===== config.mk =====
export PLATFORM = sky130hd
export DESIGN_NAME = mpeg_audio_frame_header_finder_core
export DESIGN_NICKNAME = d
export VERILOG_FILES = /design/src/hw/rtl/mafhf_pkg.sv /design/src/hw/rtl/mpeg_audio_frame_header_finder_core.sv
export SDC_FILE = /design/constraint.sdc
export NUM_CORES = 1
export LEC_CHECK = 0
export BUFFER_PORTS_ARGS = -buffer_cell sky130_fd_sc_hd__buf_2
export CAP_MARGIN = 20
export CORE_MARGIN = 2
export CORE_UTILIZATION = 45
export CTS_CLUSTER_SIZE = 24
export DETAILED_ROUTE_END_ITERATION = 16
export PLACE_DENSITY = 0.65
export SLEW_MARGIN = 0
export SYNTH_ARGS = -nofsm -noshare
export SYNTH_HDL_FRONTEND = slang
export SYNTH_SLANG_ARGS = --single-unit

===== constraint.sdc =====
create_clock -name clock -period 7 [get_ports clock]
set_input_delay 1.4 -clock clock [delete_from_list [all_inputs] [get_ports clock]]
set_output_delay 1.4 -clock clock [all_outputs]
set_load 0.05 [all_outputs]

===== src/hw/rtl/mafhf_pkg.sv =====
// Shared types, header constants and rate tables for the MPEG audio frame header finder.
`default_nettype none

package mafhf_pkg;

   typedef enum logic [3:0] {
      ST_IDLE = 4'b0001,
      ST_MUL  = 4'b0010,
      ST_DIV  = 4'b0100,
      ST_PUSH = 4'b1000
   } state_type;

   localparam logic [0:0] REG_START_OFFSET = 1'b0;
   localparam logic [0:0] REG_STOP_FIRST   = 1'b1;

   localparam logic [7:0] SYNC_BYTE = 8'hFF;
   localparam logic [7:0] SYNC_MASK = 8'hE0;

   localparam logic [1:0] VER_BITS_MPEG1    = 2'd3;
   localparam logic [1:0] VER_BITS_MPEG2    = 2'd2;
   localparam logic [1:0] VER_BITS_RESERVED = 2'd1;
   localparam logic [1:0] LAY_BITS_RESERVED = 2'd0;
   localparam logic [3:0] BR_IDX_FREE       = 4'd0;
   localparam logic [3:0] BR_IDX_BAD        = 4'd15;
   localparam logic [1:0] SR_IDX_RESERVED   = 2'd3;

   localparam logic [1:0] VER_MPEG1  = 2'd0;
   localparam logic [1:0] VER_MPEG2  = 2'd1;
   localparam logic [1:0] VER_MPEG25 = 2'd2;
   localparam logic [1:0] LAYER_I    = 2'd0;

   localparam logic [17:0] SCALE_LAYER_I  = 18'd48000;
   localparam logic [17:0] SCALE_LAYER_23 = 18'd144000;

   localparam int unsigned QUOT_BITS = 12;
   localparam int unsigned NUM_BITS  = 26;
   localparam int unsigned RSP_BITS  = 88;

   localparam logic [15:0] RATE_TABLE [3][3] = '{
      '{16'd44100, 16'd48000, 16'd32000},
      '{16'd22050, 16'd24000, 16'd16000},
      '{16'd11025, 16'd12000, 16'd8000}
   };

   localparam logic [8:0] KBPS_TABLE [3][3][14] = '{
      '{
         '{9'd32, 9'd64, 9'd96, 9'd128, 9'd160, 9'd192, 9'd224,
           9'd256, 9'd288, 9'd320, 9'd352, 9'd384, 9'd416, 9'd448},
         '{9'd32, 9'd48, 9'd56, 9'd64, 9'd80, 9'd96, 9'd112,
           9'd128, 9'd160, 9'd192, 9'd224, 9'd256, 9'd320, 9'd384},
         '{9'd32, 9'd40, 9'd48, 9'd56, 9'd64, 9'd80, 9'd96,
           9'd112, 9'd128, 9'd160, 9'd192, 9'd224, 9'd256, 9'd320}
      },
      '{
         '{9'd32, 9'd48, 9'd56, 9'd64, 9'd80, 9'd96, 9'd112,
           9'd128, 9'd144, 9'd160, 9'd176, 9'd192, 9'd224, 9'd256},
         '{9'd8, 9'd16, 9'd24, 9'd32, 9'd40, 9'd48, 9'd56,
           9'd64, 9'd80, 9'd96, 9'd112, 9'd128, 9'd144, 9'd160},
         '{9'd8, 9'd16, 9'd24, 9'd32, 9'd40, 9'd48, 9'd56,
           9'd64, 9'd80, 9'd96, 9'd112, 9'd128, 9'd144, 9'd160}
      },
      '{
         '{9'd32, 9'd48, 9'd56, 9'd64, 9'd80, 9'd96, 9'd112,
           9'd128, 9'd144, 9'd160, 9'd176, 9'd192, 9'd224, 9'd256},
         '{9'd8, 9'd16, 9'd24, 9'd32, 9'd40, 9'd48, 9'd56,
           9'd64, 9'd80, 9'd96, 9'd112, 9'd128, 9'd144, 9'd160},
         '{9'd8, 9'd16, 9'd24, 9'd32, 9'd40, 9'd48, 9'd56,
           9'd64, 9'd80, 9'd96, 9'd112, 9'd128, 9'd144, 9'd160}
      }
   };

   function automatic logic [1:0] version_map(input logic [1:0] ver_bits);
      logic [1:0] ver;
      case (ver_bits)
         VER_BITS_MPEG1: ver = VER_MPEG1;
         VER_BITS_MPEG2: ver = VER_MPEG2;
         default:        ver = VER_MPEG25;
      endcase
      return ver;
   endfunction

   function automatic logic [8:0] kbps_lookup(input logic [1:0] ver, input logic [1:0] lay,
                                              input logic [3:0] br_idx);
      logic [1:0] v;
      logic [1:0] l;
      logic [3:0] i;
      v = (ver > 2'd2) ? 2'd2 : ver;
      l = (lay > 2'd2) ? 2'd2 : lay;
      i = (br_idx == 4'd0 || br_idx == 4'd15) ? 4'd0 : br_idx - 4'd1;
      return KBPS_TABLE[v][l][i];
   endfunction

   function automatic logic [15:0] rate_lookup(input logic [1:0] ver, input logic [1:0] sr_idx);
      logic [1:0] v;
      logic [1:0] s;
      v = (ver > 2'd2) ? 2'd2 : ver;
      s = (sr_idx > 2'd2) ? 2'd2 : sr_idx;
      return RATE_TABLE[v][s];
   endfunction

endpackage

`default_nettype wire


===== src/hw/rtl/mpeg_audio_frame_header_finder_core.sv =====
// Top level: byte-stream MPEG audio frame header finder with iterative frame-length divider.
`default_nettype none

// Takes one stream byte per request and tests the four bytes ending at it as an MPEG
// audio frame header. A byte that completes no header leaves the core ready for the
// next request. A byte that completes a header starts the frame-length computation:
// a step for the bitrate scaling multiply, twelve steps of the restoring divider
// (compare-and-subtract, one quotient bit each) and a step to load the response
// register, which waits while the response stalls; only then is the next request
// taken. req_tuser[0] marks the first byte of a new stream. Configuration: register 0
// is the start offset, register 1 the stop-after-first flag.
module mpeg_audio_frame_header_finder_core #(
   parameter int unsigned OFFSET_BITS = 32
) (
   input  wire logic        clock,
   input  wire logic        reset,
   input  wire logic        req_tvalid,
   output      logic        req_tready,
   input  wire logic [7:0]  req_tdata,   // [7:0] data_byte
   input  wire logic [0:0]  req_tuser,   // [0] stream_start
   output      logic        rsp_tvalid,
   input  wire logic        rsp_tready,
   // [31:0] header_offset, [33:32] mpeg_version, [35:34] layer_index,
   // [36] crc_protected, [45:37] bitrate_kbps, [61:46] sample_rate_hz,
   // [62] padding_bit, [63] private_bit, [65:64] channel_mode,
   // [67:66] mode_extension, [71:68] misc_flags, [83:72] frame_length, [87:84] zero
   output      logic [mafhf_pkg::RSP_BITS-1:0] rsp_tdata,
   input  wire logic        csr_we,
   input  wire logic [0:0]  csr_index,
   input  wire logic [31:0] csr_wdata
);

   localparam int unsigned CMP_BITS = (OFFSET_BITS > 32) ? OFFSET_BITS : 32;
   localparam int unsigned QB = mafhf_pkg::QUOT_BITS;
   localparam int unsigned CNT_BITS = $clog2(QB);

   mafhf_pkg::state_type state_ff, state_in;

   logic [23:0]             win_ff, win_in;
   logic [1:0]              fill_ff, fill_in;
   logic [OFFSET_BITS-1:0]  off_ff, off_in;
   logic                    found_ff, found_in;
   logic [31:0]             start_off_ff, start_off_in;
   logic                    stop_first_ff, stop_first_in;
   logic                    rsp_valid_ff, rsp_valid_in;

   logic [31:0]             hdr_ff, hdr_in;
   logic [1:0]              ver_ff, ver_in;
   logic [1:0]              lay_ff, lay_in;
   logic                    crc_ff, crc_in;
   logic [8:0]              kbps_ff, kbps_in;
   logic [15:0]             hz_ff, hz_in;
   logic                    pad_ff, pad_in;
   logic                    priv_ff, priv_in;
   logic [7:0]              tail_ff, tail_in;
   logic [15:0]             rem_ff, rem_in;
   logic [QB-1:0]           low_ff, low_in;
   logic [QB-1:0]           quot_ff, quot_in;
   logic [CNT_BITS-1:0]     cnt_ff, cnt_in;
   logic [mafhf_pkg::RSP_BITS-1:0] rsp_data_ff, rsp_data_in;

   logic                    req_fire;
   logic                    clr;
   logic [23:0]             win_cur;
   logic [1:0]              fill_cur;
   logic [OFFSET_BITS-1:0]  off_cur;
   logic                    found_cur;
   logic [7:0]              b0, b1, b2, b3;
   logic [1:0]              ver_bits, lay_bits, sr_idx, ver_dec, lay_dec;
   logic [3:0]              br_idx;
   logic [OFFSET_BITS-1:0]  hdr_off;
   logic [CMP_BITS-1:0]     hdr_wide, start_wide;
   logic                    cand;
   logic [26:0]             prod;
   logic [16:0]             trial, diff;
   logic                    ge;
   logic [QB-1:0]           flen;

   assign req_tready = (state_ff == mafhf_pkg::ST_IDLE);
   assign req_fire   = req_tvalid && req_tready;
   assign rsp_tvalid = rsp_valid_ff;
   assign rsp_tdata  = rsp_data_ff;

   assign clr       = req_tuser[0];
   assign win_cur   = clr ? 24'd0 : win_ff;
   assign fill_cur  = clr ? 2'd0 : fill_ff;
   assign off_cur   = clr ? '0 : off_ff;
   assign found_cur = clr ? 1'b0 : found_ff;

   assign b0 = win_cur[23:16];
   assign b1 = win_cur[15:8];
   assign b2 = win_cur[7:0];
   assign b3 = req_tdata[7:0];

   assign ver_bits = b1[4:3];
   assign lay_bits = b1[2:1];
   assign br_idx   = b2[7:4];
   assign sr_idx   = b2[3:2];
   assign ver_dec  = mafhf_pkg::version_map(ver_bits);
   assign lay_dec  = 2'd3 - lay_bits;

   assign hdr_off    = off_cur - OFFSET_BITS'(3);
   assign hdr_wide   = CMP_BITS'(hdr_off);
   assign start_wide = CMP_BITS'(start_off_ff);

   assign cand = (fill_cur == 2'd3) && (b0 == mafhf_pkg::SYNC_BYTE) &&
                 ((b1 & mafhf_pkg::SYNC_MASK) == mafhf_pkg::SYNC_MASK) &&
                 (ver_bits != mafhf_pkg::VER_BITS_RESERVED) &&
                 (lay_bits != mafhf_pkg::LAY_BITS_RESERVED) &&
                 (br_idx != mafhf_pkg::BR_IDX_FREE) && (br_idx != mafhf_pkg::BR_IDX_BAD) &&
                 (sr_idx != mafhf_pkg::SR_IDX_RESERVED) &&
                 (hdr_wide >= start_wide) && !(stop_first_ff && found_cur);

   assign prod = 27'(kbps_ff) * ((lay_ff == mafhf_pkg::LAYER_I) ?
                 27'(mafhf_pkg::SCALE_LAYER_I) : 27'(mafhf_pkg::SCALE_LAYER_23));

   assign trial = {rem_ff, low_ff[QB-1]};
   assign ge    = trial >= {1'b0, hz_ff};
   assign diff  = trial - {1'b0, hz_ff};

   assign flen = quot_ff + ((lay_ff == mafhf_pkg::LAYER_I) ? QB'({pad_ff, 2'b00}) : QB'(pad_ff));

   always_comb begin
      state_in      = state_ff;
      win_in        = win_ff;
      fill_in       = fill_ff;
      off_in        = off_ff;
      found_in      = found_ff;
      start_off_in  = start_off_ff;
      stop_first_in = stop_first_ff;
      rsp_valid_in  = rsp_valid_ff;
      hdr_in        = hdr_ff;
      ver_in        = ver_ff;
      lay_in        = lay_ff;
      crc_in        = crc_ff;
      kbps_in       = kbps_ff;
      hz_in         = hz_ff;
      pad_in        = pad_ff;
      priv_in       = priv_ff;
      tail_in       = tail_ff;
      rem_in        = rem_ff;
      low_in        = low_ff;
      quot_in       = quot_ff;
      cnt_in        = cnt_ff;
      rsp_data_in   = rsp_data_ff;

      if (csr_we) begin
         unique case (csr_index)
            mafhf_pkg::REG_START_OFFSET: start_off_in  = csr_wdata;
            mafhf_pkg::REG_STOP_FIRST:   stop_first_in = csr_wdata[0];
            default: ;
         endcase
      end

      // drop the response once taken
      if (rsp_valid_ff && rsp_tready) begin
         rsp_valid_in = 1'b0;
      end

      unique case (state_ff)
         mafhf_pkg::ST_IDLE: begin
            if (req_fire) begin
               win_in   = {win_cur[15:0], b3};
               fill_in  = (fill_cur == 2'd3) ? fill_cur : fill_cur + 2'd1;
               off_in   = off_cur + OFFSET_BITS'(1);
               found_in = found_cur;
               if (cand) begin
                  found_in = 1'b1;
                  hdr_in   = hdr_wide[31:0];
                  ver_in   = ver_dec;
                  lay_in   = lay_dec;
                  crc_in   = ~b1[0];
                  kbps_in  = mafhf_pkg::kbps_lookup(ver_dec, lay_dec, br_idx);
                  hz_in    = mafhf_pkg::rate_lookup(ver_dec, sr_idx);
                  pad_in   = b2[1];
                  priv_in  = b2[0];
                  tail_in  = b3;
                  state_in = mafhf_pkg::ST_MUL;
               end
            end
         end
         mafhf_pkg::ST_MUL: begin
            rem_in   = 16'(prod[mafhf_pkg::NUM_BITS-1:QB]);
            low_in   = prod[QB-1:0];
            quot_in  = '0;
            cnt_in   = CNT_BITS'(QB - 1);
            state_in = mafhf_pkg::ST_DIV;
         end
         mafhf_pkg::ST_DIV: begin
            rem_in  = ge ? diff[15:0] : trial[15:0];
            low_in  = {low_ff[QB-2:0], 1'b0};
            quot_in = {quot_ff[QB-2:0], ge};
            if (cnt_ff == '0) begin
               state_in = mafhf_pkg::ST_PUSH;
            end else begin
               cnt_in = cnt_ff - CNT_BITS'(1);
            end
         end
         mafhf_pkg::ST_PUSH: begin
            // hold until the response register is free
            if (!rsp_valid_ff || rsp_tready) begin
               rsp_data_in  = {4'd0, flen, tail_ff[3:0], tail_ff[5:4], tail_ff[7:6],
                               priv_ff, pad_ff, hz_ff, kbps_ff, crc_ff, lay_ff, ver_ff,
                               hdr_ff};
               rsp_valid_in = 1'b1;
               state_in     = mafhf_pkg::ST_IDLE;
            end
         end
         default: state_in = mafhf_pkg::ST_IDLE;
      endcase
   end

   always_ff @(posedge clock) begin
      if (reset) begin
         state_ff      <= mafhf_pkg::ST_IDLE;
         win_ff        <= 24'd0;
         fill_ff       <= 2'd0;
         off_ff        <= '0;
         found_ff      <= 1'b0;
         start_off_ff  <= 32'd0;
         stop_first_ff <= 1'b1;
         rsp_valid_ff  <= 1'b0;
         cnt_ff        <= '0;
      end else begin
         state_ff      <= state_in;
         win_ff        <= win_in;
         fill_ff       <= fill_in;
         off_ff        <= off_in;
         found_ff      <= found_in;
         start_off_ff  <= start_off_in;
         stop_first_ff <= stop_first_in;
         rsp_valid_ff  <= rsp_valid_in;
         cnt_ff        <= cnt_in;
      end
   end

   always_ff @(posedge clock) begin
      hdr_ff      <= hdr_in;
      ver_ff      <= ver_in;
      lay_ff      <= lay_in;
      crc_ff      <= crc_in;
      kbps_ff     <= kbps_in;
      hz_ff       <= hz_in;
      pad_ff      <= pad_in;
      priv_ff     <= priv_in;
      tail_ff     <= tail_in;
      rem_ff      <= rem_in;
      low_ff      <= low_in;
      quot_ff     <= quot_in;
      rsp_data_ff <= rsp_data_in;
   end

endmodule

`default_nettype wire

==> out/results.md, run 1 <==
| Group | Quantity | This run |
|---|---|---|
| status | Status | finished, final reports clean |
| drt | DRT Pass-1 Iters | 5 |
| sta | Setup repair after global routing missed its margin | false |
| floorplan | Initial Utilization | 45.4% |
| synthesis | Unique masters post-synth | 80 |
| cts | Number of resized instances in the post-cts repair step | 0 |
| global routing | Via count of the first global-routing pass | 11300 |
| drt | Wire length after detailed routing | 35700 um |
| sta | Transition time at the pin with the least slew margin | 1.06 ns |
| sta | Slew Limit Headroom | 29.4% |
| floorplan | Horizontal die dimension | 190 um |
| sta | Maximum operating frequency | 195 MHz |
| critical path | Kind of launch point of the worst setup path | primary input |
| drt | Count of unresolved DRC violations after routing | 0 |
| floorplan | Number of top-level pins | 137 |
| sta | Final setup violation count | 0 |
| floorplan | Height of the chip | 190 um |
| critical path | Category of cells accounting for the largest share of critical-path delay | simple AND/OR/NAND/NOR gates |
| cts | Count of H-tree levels built during CTS | 1 |
| floorplan | Die footprint | 36200 sq um |
| sta | Max Transition Viols Final | 0 |
| worst hold path | Worst min-delay path class | flop to flop |
| critical path | Worst Reg2Reg Path Length in Cells | 16 |
| cells and area | Multi-input logic area | 7460 sq um |
| cts | Worst-skew pair later-pin latency | 0.57 ns |
| drt | Routed length on met2 | 17500 um |
| sta | Fraction of the cycle the final worst path needs | 73.2% |
| synthesis | Flip-flop cell with the highest count after synthesis | edfxtp_1 |
| sta | Worst hold slack | 0.413 ns |
| critical path | CP Data Arrival Time | 5.37 ns |
| critical path | Capture instance of the worst register-to-register path | rem_ff[13]$_DFFE_PN_ |
| place | RD Place Congestion | 0.896 |
| cts | Number of buffers added by the clock tree synthesis step | 31 |
| critical path | CP required | 7.25 ns |
| cts | Hold_buf cts | 0 |
| global routing | Number of antenna violations at the first check in global routing | 1 |
| floorplan | Placeable core region | 34400 sq um |
| cts | Clock tree from TritonCTS | yes |
| synthesis | Netlist area before placement | 15600 sq um |
| cells and area | Layout overhead on the synthesized area | 14.0% |
| synthesis | Count of synthesis-stage warnings from yosys | 0 |
| cells and area | Number of nets at the end of the flow | 1890 |
| sta | Final hold violation count | 0 |
| global routing | GR Util All Layers | 19.6% |
| drt | Vias | 11700 |
| critical path | Kind of critical path | primary input to flop |
| critical path | Sequence of cells on the critical path | buf_2 > nor2b_1 > ha_1 > o21bai_1 > or3_1 > or2_1 > o41ai_1 > o21ai_1 > ha_1 > nand4_1 > nor4_1 > a221oi_1 > o211ai_1 > o211ai_1 > clkinvlp_4 > buf_4 |
| cells and area | Area occupied by registers | 7370 sq um |
| critical path | Worst path buffer plus inverter count | 3 |
| cts | Setup Buffers After CTS | 0 |
| synthesis | Sequential area share after synthesis | 47.2% |
| floorplan | Cell Rows | 68 |
| power | Leakage power of the design | 6.91 nW |
| cts | CTS sink cnt | 279 |
| critical path | Destination of the critical timing path | tail_ff[6]$_DFFE_PP_ |
| critical path | R2r startpoint | lay_ff[1]$_DFFE_PP_ |
| drt | Average wire per cell in the routed design | 16.3 um |
| synthesis | Async set or reset register ratio after synthesis | 0% |
| critical path | Reg2reg setup slack | 2.07 ns |
| run | MaxCap Viol Count | 0 |
| critical path | Number of cells on the critical path | 16 |
| critical path | Crit path from | req_tuser |
| drt | Top Layer Used | met4 |
| drt | Number of antenna-violating nets in the routed design | 0 |
| cells and area | Count of fill cells added during filler insertion | 3181 |
| drt | Vias/cell | 5.34 |
| power | Highest ir drop seen on vdd | 0.000177 V |
| global routing | Gr ovfl total | 0 |
| cells and area | Share of final-layout standard cells stronger than drive strength 1 | 12.9% |
| drt | Wl on met1 | 15400 um |
| cts | CTS root buf | clkbuf_16 |
| cts | Post-CTS clock slew at the launch and capture registers of the worst setup and hold paths | 0.06 ns |
| power | Cell area power density | 211 nW/um^2 |
| critical path | Setup crit end kind | flop |
| synthesis | Syn_area_per_cell | 9.78 sq um |
| sta | Worst clock skew | 0.0129 ns |
| drt | Iter 0 DRT Violations | 847 |
| global routing | First-pass GRT wire length | 57500 um |
| place | Port buffer count | 128 |
| sta | Time the worst path needs with I/O delays and setup | 5.12 ns |
| critical path | Max stage delay on crit path | 0.47 ns |
| sta | Total Negative Setup Slacks | 0 ns |
| place | Placed wire-length estimate | 25500 um |
| synthesis | Number of synthesized register bits | 279 |
| synthesis | Post-synth EDFFs | 178 |
| drt | Met3 wirelength from detailed routing | 1910 um |
| synthesis | Instance count of the mapped netlist | 1595 |
| cts | Bufs on Longest Clock Path | 3 |
| critical path | Max FO, Critical Path | 21 |
| power | Design Power | 3.75 mW |
| critical path | Slowest cell on the critical path | or3_1 |
| global routing | Maximum number of pins on one net before global-route repair | 102 |
final cells by class:
| type | instances | area share (%) |
|---|---|---|
| multi-input combinational | 1123 | 42.0 |
| sequential | 279 | 41.4 |
| clock buffer | 39 | 4.88 |
| timing repair buffer | 147 | 4.69 |
| tap | 455 | 3.20 |
| inverter | 127 | 2.70 |
| clock inverter | 19 | 1.13 |
| antenna | 1 | 0.0141 |
state kept, by name (all words and copies together) (netlist names), 4 cells and up:
name	cells
rem_ff	16
hdr_ff	32
win_ff	24
rsp_tdata	79
hz_ff	14
off_ff	32
cnt_ff	4
tail_ff	8
state_ff	4
kbps_ff	6
start_off_ff	32
low_ff	4
quot_ff	12
stage by stage:
step / utilization, % / cells / instance area, sq um / setup slack [ns]
global placement: 48.5 / 2128 / 16700 / 1.47
detailed placement: 48.5 / 2130 / 16700 / 1.32
finish: 51.7 / 2190 / 17800 / 1.88
floorplan: - / 1617 / 15700 / 0.00284
CTS: 51.7 / 2188 / 17800 / 1.92
global route: 51.7 / 2189 / 17800 / 1.59
routing by layer:
layer  vias up  GRT usage (%)
met5         -              0
met4         0           5.52
met3        64           2.77
met2       314           34.4
met1      5508           25.1
li1       5805              -
logic make-up after synthesis:
logic type	Yosys count	share of synthesized area, %
and+or+nand+nor	558	17.1
AOI/OAI and AO/OA	321	12.9
DFF	279	47.2
buffers and inverters	215	5.57
adders and majority gates	134	12.2
xor gates and xnor gates	70	3.93
muxes	16	1.06
other	2	0.0481
synth_stat cells (11+ instances only):
| cell type | instances | area, sq um |
|---|---|---|
| nand3_1 | 32 | 160 |
| clkbuf_1 | 64 | 240 |
| fa_1 | 31 | 621 |
| ha_1 | 103 | 1290 |
| o21ai_0 | 56 | 280 |
| nand2_1 | 211 | 792 |
| and3_1 | 17 | 106 |
| nor2_1 | 128 | 480 |
| edfxtp_1 | 178 | 5350 |
| and2_1 | 26 | 163 |
| nor4_1 | 11 | 68.8 |
| nor2b_1 | 27 | 169 |
| a21oi_1 | 131 | 656 |
| xor2_1 | 30 | 263 |
| a211oi_1 | 15 | 113 |
| a21o_1 | 14 | 105 |
| inv_1 | 125 | 469 |
| nand4_1 | 19 | 119 |
| dfxtp_1 | 101 | 2020 |
| mux2i_1 | 12 | 120 |
| nor3_1 | 33 | 165 |
| xnor2_1 | 40 | 350 |
where the power goes:
| group | internal [mW] | leakage (nW) | switching [mW] |
|---|---|---|---|
| clock | 0.995 | 0.532 | 0.688 |
| combinational | 0.115 | 3.92 | 0.180 |
| sequential | 1.76 | 2.46 | 0.0138 |
| total | 2.87 | 6.91 | 0.882 |
layout by cell type, fill, tap and decap left out, drive strengths merged, types with 31 or more instances in the layout:
master and n:
buf 147, inv 129, edfxtp 178, nand2 211, fa 31, ha 103
dfxtp 101, nor2 128, nand3 32, nor3 33, a21oi 131, o21ai 62
clkbuf 39, xnor2 40
how the worst min path moves through the flow:
stage / from / slack (ns) / cells after the start / to
after floorplan: hdr_ff[0]$_DFFE_PP_ / 0.40 / 0 / rsp_tdata[0]$_DFFE_PP_
after global placement: crc_ff$_DFFE_PP_ / 0.41 / 0 / rsp_tdata[36]$_DFFE_PP_
after detailed placement: tail_ff[7]$_DFFE_PP_ / 0.40 / 0 / rsp_tdata[65]$_DFFE_PP_
after CTS: tail_ff[7]$_DFFE_PP_ / 0.41 / 0 / rsp_tdata[65]$_DFFE_PP_
after global routing: tail_ff[7]$_DFFE_PP_ / 0.42 / 0 / rsp_tdata[65]$_DFFE_PP_
final: tail_ff[7]$_DFFE_PP_ / 0.41 / 0 / rsp_tdata[65]$_DFFE_PP_
No activity file was read; power rests on OpenSTA's default activity.
==> inputs of run 2 (changes only) <==
- ABC_AREA: default -> 1
- PLACE_DENSITY: 0.65 -> default
- clock period: 7 -> 4.95 ns (I/O delays scaled with it)
==> run 2 against run 1 <==
  * Core utilization is 0.69 points higher
  * Critical path type is now flop to flop
  * Critical endpoint is now rem_ff[12]$_DFFE_PN_
  * Synthesized cell count is 10% higher
  * Global-route usage is 0.74 points higher
  * Highest routed layer is now met5
  * Via count is 4.3% higher
==> out/results.md, run 2 <==
| Group | Quantity | This run | Delta |
|---|---|---|---|
| synthesis | Number of synthesized register bits | 279 | unchanged |
| power | Highest ir drop seen on vdd | 0.000325 V | +83% |
| worst hold path | Min-Delay Path Depth | 0 | unchanged |
| critical path | Capture instance of the worst register-to-register path | rem_ff[12]$_DFFE_PN_ |  |
| global routing | Maximum number of pins on one net before global-route repair | 64 | -37% |
| drt | Routed length on met2 | 16300 um | -6.8% |
| critical path | Max FO, Critical Path | 7 | -67% |
| floorplan | Height of the chip | 191 um | +0.50% |
| worst hold path | Worst Hold End | rsp_tdata[66]$_DFFE_PP_ |  |
| sta | Time the worst path needs with I/O delays and setup | 4.55 ns |  |
| cts | Number of resized instances in the post-cts repair step | 0 | unchanged |
| drt | Met3 wirelength from detailed routing | 1860 um | -2.4% |
| sta | Worst clock skew | 0.00987 ns | -0.00300 ns |
| cts | Number of buffers added by the clock tree synthesis step | 31 | unchanged |
| synthesis | Instance count of the mapped netlist | 1754 | +10% |
| drt | Average wire per cell in the routed design | 15.4 um | -5.2% |
| global routing | Gr ovfl total | 0 | unchanged |
| sta | Slew Limit Headroom | 38.7% | +9.3 points |
| synthesis | Leading post-synthesis cells by cell area | edfxtp_1, dfxtp_1, ha_1 |  |
| cts | Clock tree from TritonCTS | yes |  |
| power | Leakage power of the design | 7.66 nW | +11% |
| status | Status | finished, final reports clean |  |
| worst hold path | Worst min-delay path class | flop to flop |  |
| drt | Iter 0 DRT Violations | 869 | +2.6% |
| critical path | CP Data Arrival Time | 4.85 ns | -0.52 ns |
| sta | Worst hold slack | 0.415 ns | +0.00233 ns |
| cells and area | N_diodes | 0 | -1 |
| global routing | Via count of the first global-routing pass | 11700 | +3.8% |
| sta | Final hold violation count | 0 | unchanged |
| critical path | Kind of launch point of the worst setup path | flop |  |
| drt | Vias/cell | 5.10 | -4.5% |
| global routing | First-pass GRT wire length | 59500 um | +3.5% |
| worst hold path | Beginning of the worst hold path | tail_ff[4]$_DFFE_PP_ |  |
| drt | Vias | 12200 | +4.3% |
| sta | Fraction of the cycle the final worst path needs | 91.9% |  |
| critical path | Reg2reg setup slack | 0.40 ns | -1.67 ns |
| cts | Setup Buffers After CTS | 0 | unchanged |
| synthesis | Async set or reset register ratio after synthesis | 0% | unchanged |
| floorplan | Placeable core region | 34500 sq um | +0.49% |
| sta | Maximum operating frequency | 220 MHz |  |
| place | Port buffer count | 128 | unchanged |
| synthesis | Top cells by count, synth | nand2_1, inv_1, edfxtp_1, nor2_1, a21oi_1 |  |
| drt | Wl on met1 | 18200 um | +18% |
| floorplan | Die footprint | 36500 sq um | +1.0% |
| power | Design Power | 7.01 mW | +87% |
| synthesis | Fraction of synthesized cell area taken by the top area cell type | 33.9% | -0.35 points |
| cts | Worst-skew pair later-pin latency | 0.54 ns | -0.03 ns |
| critical path | CP required | 5.25 ns | -2.00 ns |
| cts | Count of H-tree levels built during CTS | 1 | unchanged |
| cts | CTS sink cnt | 279 | unchanged |
| cts | CTS root buf | clkbuf_16 |  |
| critical path | Worst Reg2Reg Path Length in Cells | 19 | +3 |
| place | RD Place Congestion | 0.904 | +0.93% |
| synthesis | Syn_area_per_cell | 8.99 sq um | -8.1% |
| cts | Bufs on Longest Clock Path | 3 | unchanged |
| sta | Max Transition Viols Final | 0 | unchanged |
| drt | DRT Pass-1 Iters | 5 | unchanged |
| synthesis | Netlist area before placement | 15800 sq um | +1.0% |
| cells and area | Most frequent cells in the layout | nand2_1, inv_1, edfxtp_1 |  |
| cells and area | Most common library cell in the layout ignoring fill and taps | nand2_1 |  |
| drt | Top Layer Used | met5 |  |
| critical path | R2r startpoint | lay_ff[0]$_DFFE_PP_ |  |
| floorplan | Cell Rows | 68 | unchanged |
| critical path | Setup crit end kind | flop |  |
| drt | Wire length after detailed routing | 36900 um | +3.5% |
| sta | Final setup violation count | 0 | unchanged |
| floorplan | Horizontal die dimension | 191 um | +0.50% |
| sta | Transition time at the pin with the least slew margin | 0.918 ns | -0.139 ns |
| cts | Post-CTS clock slew at the launch and capture registers of the worst setup and hold paths | 0.06 ns | about the same |
| drt | Number of antenna-violating nets in the routed design | 0 | unchanged |
| global routing | GR Util All Layers | 20.3% | +0.74 points |
| place | Placed wire-length estimate | 27600 um | +8.2% |
| global routing | Number of antenna violations at the first check in global routing | 1 | unchanged |
| synthesis | Synth area leader | edfxtp_1 |  |
| floorplan | Initial Utilization | 45.6% | +0.24 points |
| synthesis | Flip-flop cell with the highest count after synthesis | edfxtp_1 |  |
| cells and area | Number of flip-flops under the largest register name | 79 | unchanged |
| power | Cell area power density | 387 nW/um^2 | +84% |
| synthesis | Post-synth EDFFs | 178 | unchanged |
| sta | Setup repair after global routing missed its margin | false |  |
| synthesis | Most frequent cell after synthesis | nand2_1 |  |
| drt | Count of unresolved DRC violations after routing | 0 | unchanged |
| run | MaxCap Viol Count | 0 | unchanged |
| critical path | Kind of critical path | flop to flop |  |
| floorplan | Number of top-level pins | 137 | unchanged |
| cells and area | Layout overhead on the synthesized area | 14.9% |  |
| synthesis | Sequential area share after synthesis | 46.7% | -0.48 points |
| cts | Hold_buf cts | 0 | unchanged |
| sta | Total Negative Setup Slacks | 0 ns | unchanged |
| cells and area | Number of nets at the end of the flow | 2093 | +11% |
| synthesis | Unique masters post-synth | 53 | -34% |
| synthesis | Count of synthesis-stage warnings from yosys | 0 | unchanged |
| cells and area | Share of final-layout standard cells stronger than drive strength 1 | 14.3% | +1.4 points |
-- run 2: cell count changes in the layout (fill, tap and decap cells not counted), sizes merged, moves of 19 or more --
| cell | change |
|---|---|
| and2 | -25 |
| nand2 | +67 |
| xnor2 | -21 |
| inv | +135 |
| nand3 | +53 |
| nor2b | -27 |
| o21ai | +59 |
| xor2 | +19 |
| nor2 | +68 |
-- run 2: stage by stage --
step,setup slack (ns),std cells,util [%],cell area (sq um)
finish,0.401,2391,52.4,18100
global route,0.00178,2391,52.4,18100
CTS,0.402,2391,52.4,18100
detailed placement,-0.103,2334,49.4,17100
global placement,-0.00245,2334,49.4,17100
floorplan,-0.289,1776,-,15900
-- run 2: worst max path at each step --
| stage | startpoint | end | slack (ns) | depth (start not counted) |
|---|---|---|---|---|
| after floorplan | req_tuser | crc_ff$_DFFE_PP_ | -0.29 | 25 |
| after CTS | lay_ff[0]$_DFFE_PP_ | rem_ff[12]$_DFFE_PN_ | 0.40 | 19 |
| final | lay_ff[0]$_DFFE_PP_ | rem_ff[12]$_DFFE_PN_ | 0.40 | 19 |
| after global placement | req_tuser | hdr_ff[11]$_DFFE_PP_ | -0.002 | 22 |
| after global routing | lay_ff[1]$_DFFE_PP_ | rem_ff[12]$_DFFE_PN_ | 0.002 | 19 |
| after detailed placement | req_tuser | hdr_ff[23]$_DFFE_PP_ | -0.10 | 22 |
-- run 2: worst max-delay path, cell delays in order, from the launching register on --
cell      delay [ns]
edfxtp_1        0.34
nor2_1          0.05
inv_1           0.16
nor2_1          0.11
fa_1            0.49
inv_1           0.06
fa_1            0.54
inv_1           0.06
fa_1            0.50
fa_1            0.49
ha_1            0.39
a21o_1          0.23
a21boi_0        0.17
nand3_1         0.11
nand2_1         0.07
inv_1           0.04
o21ai_0         0.20
nand3_1         0.10
nand3_1         0.11
nand2_1         0.06
-- run 2: cells by family after synthesis --
kind of cell,after synthesis,share of synthesized area (%)
AND/OR/NAND/NOR,639,18.4
other,2,0.0476
adder cells (fa/ha/maj),134,12.1
flip-flops,279,46.7
buffers and inverters,317,8.14
XOR/XNOR,68,3.78
AO/OA/AOI/OAI,315,10.8
-- run 2: final cells by class --
type	instances	area, sq um
inverters	265	1000
clock buffers	39	816
flip-flops and latches	279	7370
well taps	455	569
multi-input cells	1180	7250
repair buffers	155	881
fillers	3212	16400
clock inverters	18	220
-- run 2: per-layer routing --
layer	track usage, %	vias up
met2	32.3	312
met5	0	-
li1	-	6143
met3	2.72	37
met1	29.8	5698
met4	3.76	2
-- run 2: power by group --
part           switching (mW)  internal, mW  total (mW)  leakage, nW
clock network           0.915          1.42        2.34        0.506
registers              0.0905          2.69        2.78         2.41
logic                    1.31         0.582        1.89         4.74
total                    2.31          4.69        7.01         7.66
==> inputs of run 3 (changes only) <==
- BUFFER_PORTS_ARGS: -buffer_cell sky130_fd_sc_hd__buf_2 -> default
- DONT_BUFFER_PORTS: default -> 1
==> run 3 against run 2 <==
  * Cell count down 5.9%
  * Total power grew 0.62%
  * Non-clock buffer count fell by 142
  * Clock skew is 0.010 ns higher
  * Sequential power rose by 3%
  * Global-route usage down 0.091 points
  * Clock-buffer cell count is 6 higher
  * Maximum frequency is 0.72% lower
  * Worst setup slack worse by 0.033 ns
  * Flip-flop and latch count did not move
==> out/results.md, run 3 (synthesis results as in run 2) <==
| Group | Quantity | This run | Delta |
|---|---|---|---|
| status | Status | finished, final reports clean |  |
| critical path | Category of cells accounting for the largest share of critical-path delay | adder cells |  |
| drt | Iter 0 DRT Violations | 626 | -28% |
| critical path | Worst Reg2Reg Path Length in Cells | 19 | unchanged |
| place | RD Place Congestion | 0.878 | -2.9% |
| cts | Number of buffers added by the clock tree synthesis step | 31 | unchanged |
| global routing | Number of antenna violations at the first check in global routing | 0 | -1 |
| sta | Maximum operating frequency | 218 MHz | -0.72% |
| worst hold path | Worst min-delay path class | flop to flop |  |
| floorplan | Initial Utilization | 45.6% | unchanged |
| critical path | Worst path buffer plus inverter count | 4 | unchanged |
| cells and area | Number of flip-flops under the largest register name | 79 | unchanged |
| global routing | Via count of the first global-routing pass | 11200 | -4.2% |
| place | Port buffer count | 0 | -100% |
| sta | Slew Limit Headroom | 40.5% | +1.8 points |
| floorplan | Horizontal die dimension | 191 um | unchanged |
| critical path | Capture instance of the worst register-to-register path | rem_ff[12]$_DFFE_PN_ |  |
| critical path | R2r startpoint | lay_ff[1]$_DFFE_PP_ |  |
| run | MaxCap Viol Count | 0 | unchanged |
| power | Proportion of power drawn by flip-flops and latches | 40.8% | +1.1 points |
| place | Placed wire-length estimate | 27100 um | -1.7% |
| critical path | Max FO, Critical Path | 7 | unchanged |
| critical path | Kind of critical path | flop to flop |  |
| power | Power spent charging and discharging nets | 2.37 mW | +2.7% |
| sta | Final setup violation count | 0 | unchanged |
| global routing | First-pass GRT wire length | 58700 um | -1.3% |
| power | Leakage power of the design | 7.12 nW | -6.9% |
| floorplan | Height of the chip | 191 um | unchanged |
| place | Placed cell count | 2192 | -6.1% |
| global routing | Busiest metal layer after global routing | met2 |  |
| cts | Post-CTS clock slew at the launch and capture registers of the worst setup and hold paths | 0.07 ns | about the same |
| critical path | Number of cells on the critical path | 19 | unchanged |
| drt | Wire length after detailed routing | 36700 um | -0.54% |
| drt | Vias | 11600 | -4.5% |
| cells and area | Most frequent cells in the layout | nand2_1, inv_1, edfxtp_1 |  |
| drt | Count of unresolved DRC violations after routing | 0 | unchanged |
| critical path | CP required | 5.29 ns | +0.04 ns |
| cts | Hold_buf cts | 0 | unchanged |
| power | Fraction of power spent switching nets | 33.7% | +0.67 points |
| cells and area | Layout overhead on the synthesized area | 10.6% |  |
| cells and area | Share of final-layout standard cells stronger than drive strength 1 | 8.13% | -6.1 points |
| power | Int Power | 4.68 mW | -0.39% |
| critical path | Crit path from | lay_ff[1]$_DFFE_PP_ |  |
| sta | Fraction of the cycle the final worst path needs | 92.6% | +0.67 points |
| floorplan | Number of top-level pins | 137 | unchanged |
| critical path | CP Data Arrival Time | 4.93 ns | +0.08 ns |
| cells and area | Most common library cell in the layout ignoring fill and taps | nand2_1 |  |
| power | Highest ir drop seen on vdd | 0.000271 V | -17% |
| drt | Vias/cell | 5.18 | +1.5% |
| floorplan | Die footprint | 36500 sq um | unchanged |
| cts | Clock tree from TritonCTS | yes |  |
| cts | Setup Buffers After CTS | 0 | unchanged |
| cells and area | Layout Cell Area excl Fill | 17400 sq um | -3.7% |
| sta | Max Transition Viols Final | 0 | unchanged |
| drt | Average wire per cell in the routed design | 16.3 um | +5.7% |
| drt | DRT Pass-1 Iters | 5 | unchanged |
| power | Relative contribution of the clock network to total power | 34.8% | +1.4 points |
| critical path | Reg2reg setup slack | 0.37 ns | -0.03 ns |
| cells and area | Post-Layout Cell Count | 2250 | -5.9% |
| place | Area post-placement | 16300 sq um | -4.4% |
| sta | Final hold violation count | 0 | unchanged |
| global routing | Met1 track demand over resource in global routing | 28.8% | -0.97 points |
| sta | Transition time at the pin with the least slew margin | 0.891 ns | -0.0267 ns |
| critical path | Setup crit end kind | flop |  |
| cells and area | N_diodes | 0 | unchanged |
| cts | CTS sink cnt | 279 | unchanged |
| cts | Count of H-tree levels built during CTS | 1 | unchanged |
| sta | Worst clock skew | 0.0204 ns | +0.0105 ns |
| critical path | Slowest cell on the critical path | fa_1 |  |
| global routing | Global routing met3 resource utilization | 3.64% | +0.92 points |
| power | Proportion of power drawn by combinational gates | 24.4% | -2.5 points |
| drt | Number of antenna-violating nets in the routed design | 0 | unchanged |
| sta | Worst hold slack | 0.419 ns | +0.00319 ns |
| critical path | Kind of launch point of the worst setup path | flop |  |
| floorplan | Cell Rows | 68 | unchanged |
| cts | CTS root buf | clkbuf_16 |  |
| global routing | GR Util All Layers | 20.2% | -0.091 points |
| global routing | Maximum number of pins on one net before global-route repair | 64 | unchanged |
| global routing | Gr ovfl total | 0 | unchanged |
| global routing | GR met2 Demand/Resource | 31.9% | -0.47 points |
| cells and area | Number of nets at the end of the flow | 1951 | -6.8% |
| sta | Time the worst path needs with I/O delays and setup | 4.58 ns | +0.0332 ns |
| critical path | Sequence of cells on the critical path | nor2_1 > inv_1 > nor2_2 > fa_1 > inv_1 > fa_1 > inv_1 > fa_1 > fa_1 > ha_1 > a21o_1 > a21boi_0 > nand3_1 > nand2_1 > inv_1 > o21ai_0 > nand3_1 > nand3_1 > nand2_1 |  |
| cts | Worst-skew pair later-pin latency | 0.59 ns | +0.05 ns |
| critical path | Max stage delay on crit path | 0.53 ns | about the same |
| cells and area | Final standard cell utilization of the core | 50.5% | -1.9 points |
| power | Cell area power density | 404 nW/um^2 | +4.5% |
| cts | Bufs on Longest Clock Path | 3 | unchanged |
| critical path | Destination of the critical timing path | rem_ff[12]$_DFFE_PN_ |  |
| floorplan | Placeable core region | 34500 sq um | unchanged |
-- run 3: changes by cell type in the layout (fill, tap and decap cells not counted), moves of 3 or more --
cell       change
buf_2        -128
buf_4         -13
bufinv_16      -4
clkbuf_1       -4
clkbuf_16      +4
clkbuf_8       +6
clkinv_1       -4
nor2_1         -3
-- run 3: worst min-delay path by stage --
stage                              start                 endpoint  slack, ns  depth (start not counted)
CTS                  hdr_ff[6]$_DFFE_PP_   rsp_tdata[6]$_DFFE_PP_       0.42                          0
global placement     hdr_ff[0]$_DFFE_PP_   rsp_tdata[0]$_DFFE_PP_       0.40                          0
floorplan            hdr_ff[0]$_DFFE_PP_   rsp_tdata[0]$_DFFE_PP_       0.40                          0
detailed placement   hdr_ff[6]$_DFFE_PP_   rsp_tdata[6]$_DFFE_PP_       0.40                          0
finish               hdr_ff[6]$_DFFE_PP_   rsp_tdata[6]$_DFFE_PP_       0.42                          0
global route        hdr_ff[23]$_DFFE_PP_  rsp_tdata[23]$_DFFE_PP_       0.43                          0
-- run 3: power groups by stage --
stage               sequential (mW)  clock [mW]  combinational, mW
global placement               2.92           0               1.71
floorplan                      2.89           0               1.35
CTS                            2.87        2.51               1.72
global route                   2.89        2.59               1.97
detailed placement             2.92           0               1.71
finish                         2.87        2.45               1.72
-- run 3: metrics by stage --
| step | setup TNS, ns | setup WS (ns) | total power [mW] |
|---|---|---|---|
| global route | -0.00819 | -0.00819 | 7.45 |
| floorplan | -19.34 | -0.289 | 4.24 |
| finish | 0 | 0.367 | 7.05 |
| detailed placement | 0 | 0.302 | 4.63 |
| global placement | 0 | 0.342 | 4.63 |
| CTS | 0 | 0.323 | 7.11 |
-- run 3: per-layer routing --
| metal | share of wire (%) | routed length, um | vias to the layer above |
|---|---|---|---|
| li1 | - | - | 5838 |
| met1 | 49 | 18000 | 5483 |
| met2 | 43 | 16000 | 274 |
| met3 | 5.6 | 2040 | 50 |
| met4 | 2.0 | 727 | 2 |
| met5 | 0.11 | 42 | - |
-- run 3: timing repair --
action | 4_1_cts | 5_1_grt
endpoints found under the setup margin | 0 | 1
endpoints found under the hold margin | 0 | 0
gates resized for setup | 0 | 4
-- run 3: area by class of cell --
type	count	area (sq um)
fillers	3278	17100
flip-flops and latches	279	7370
multi-input cells	1180	7260
inverters	265	1000
clock buffers	45	983
well taps	455	569
clock inverters	13	125
repair buffers	13	123
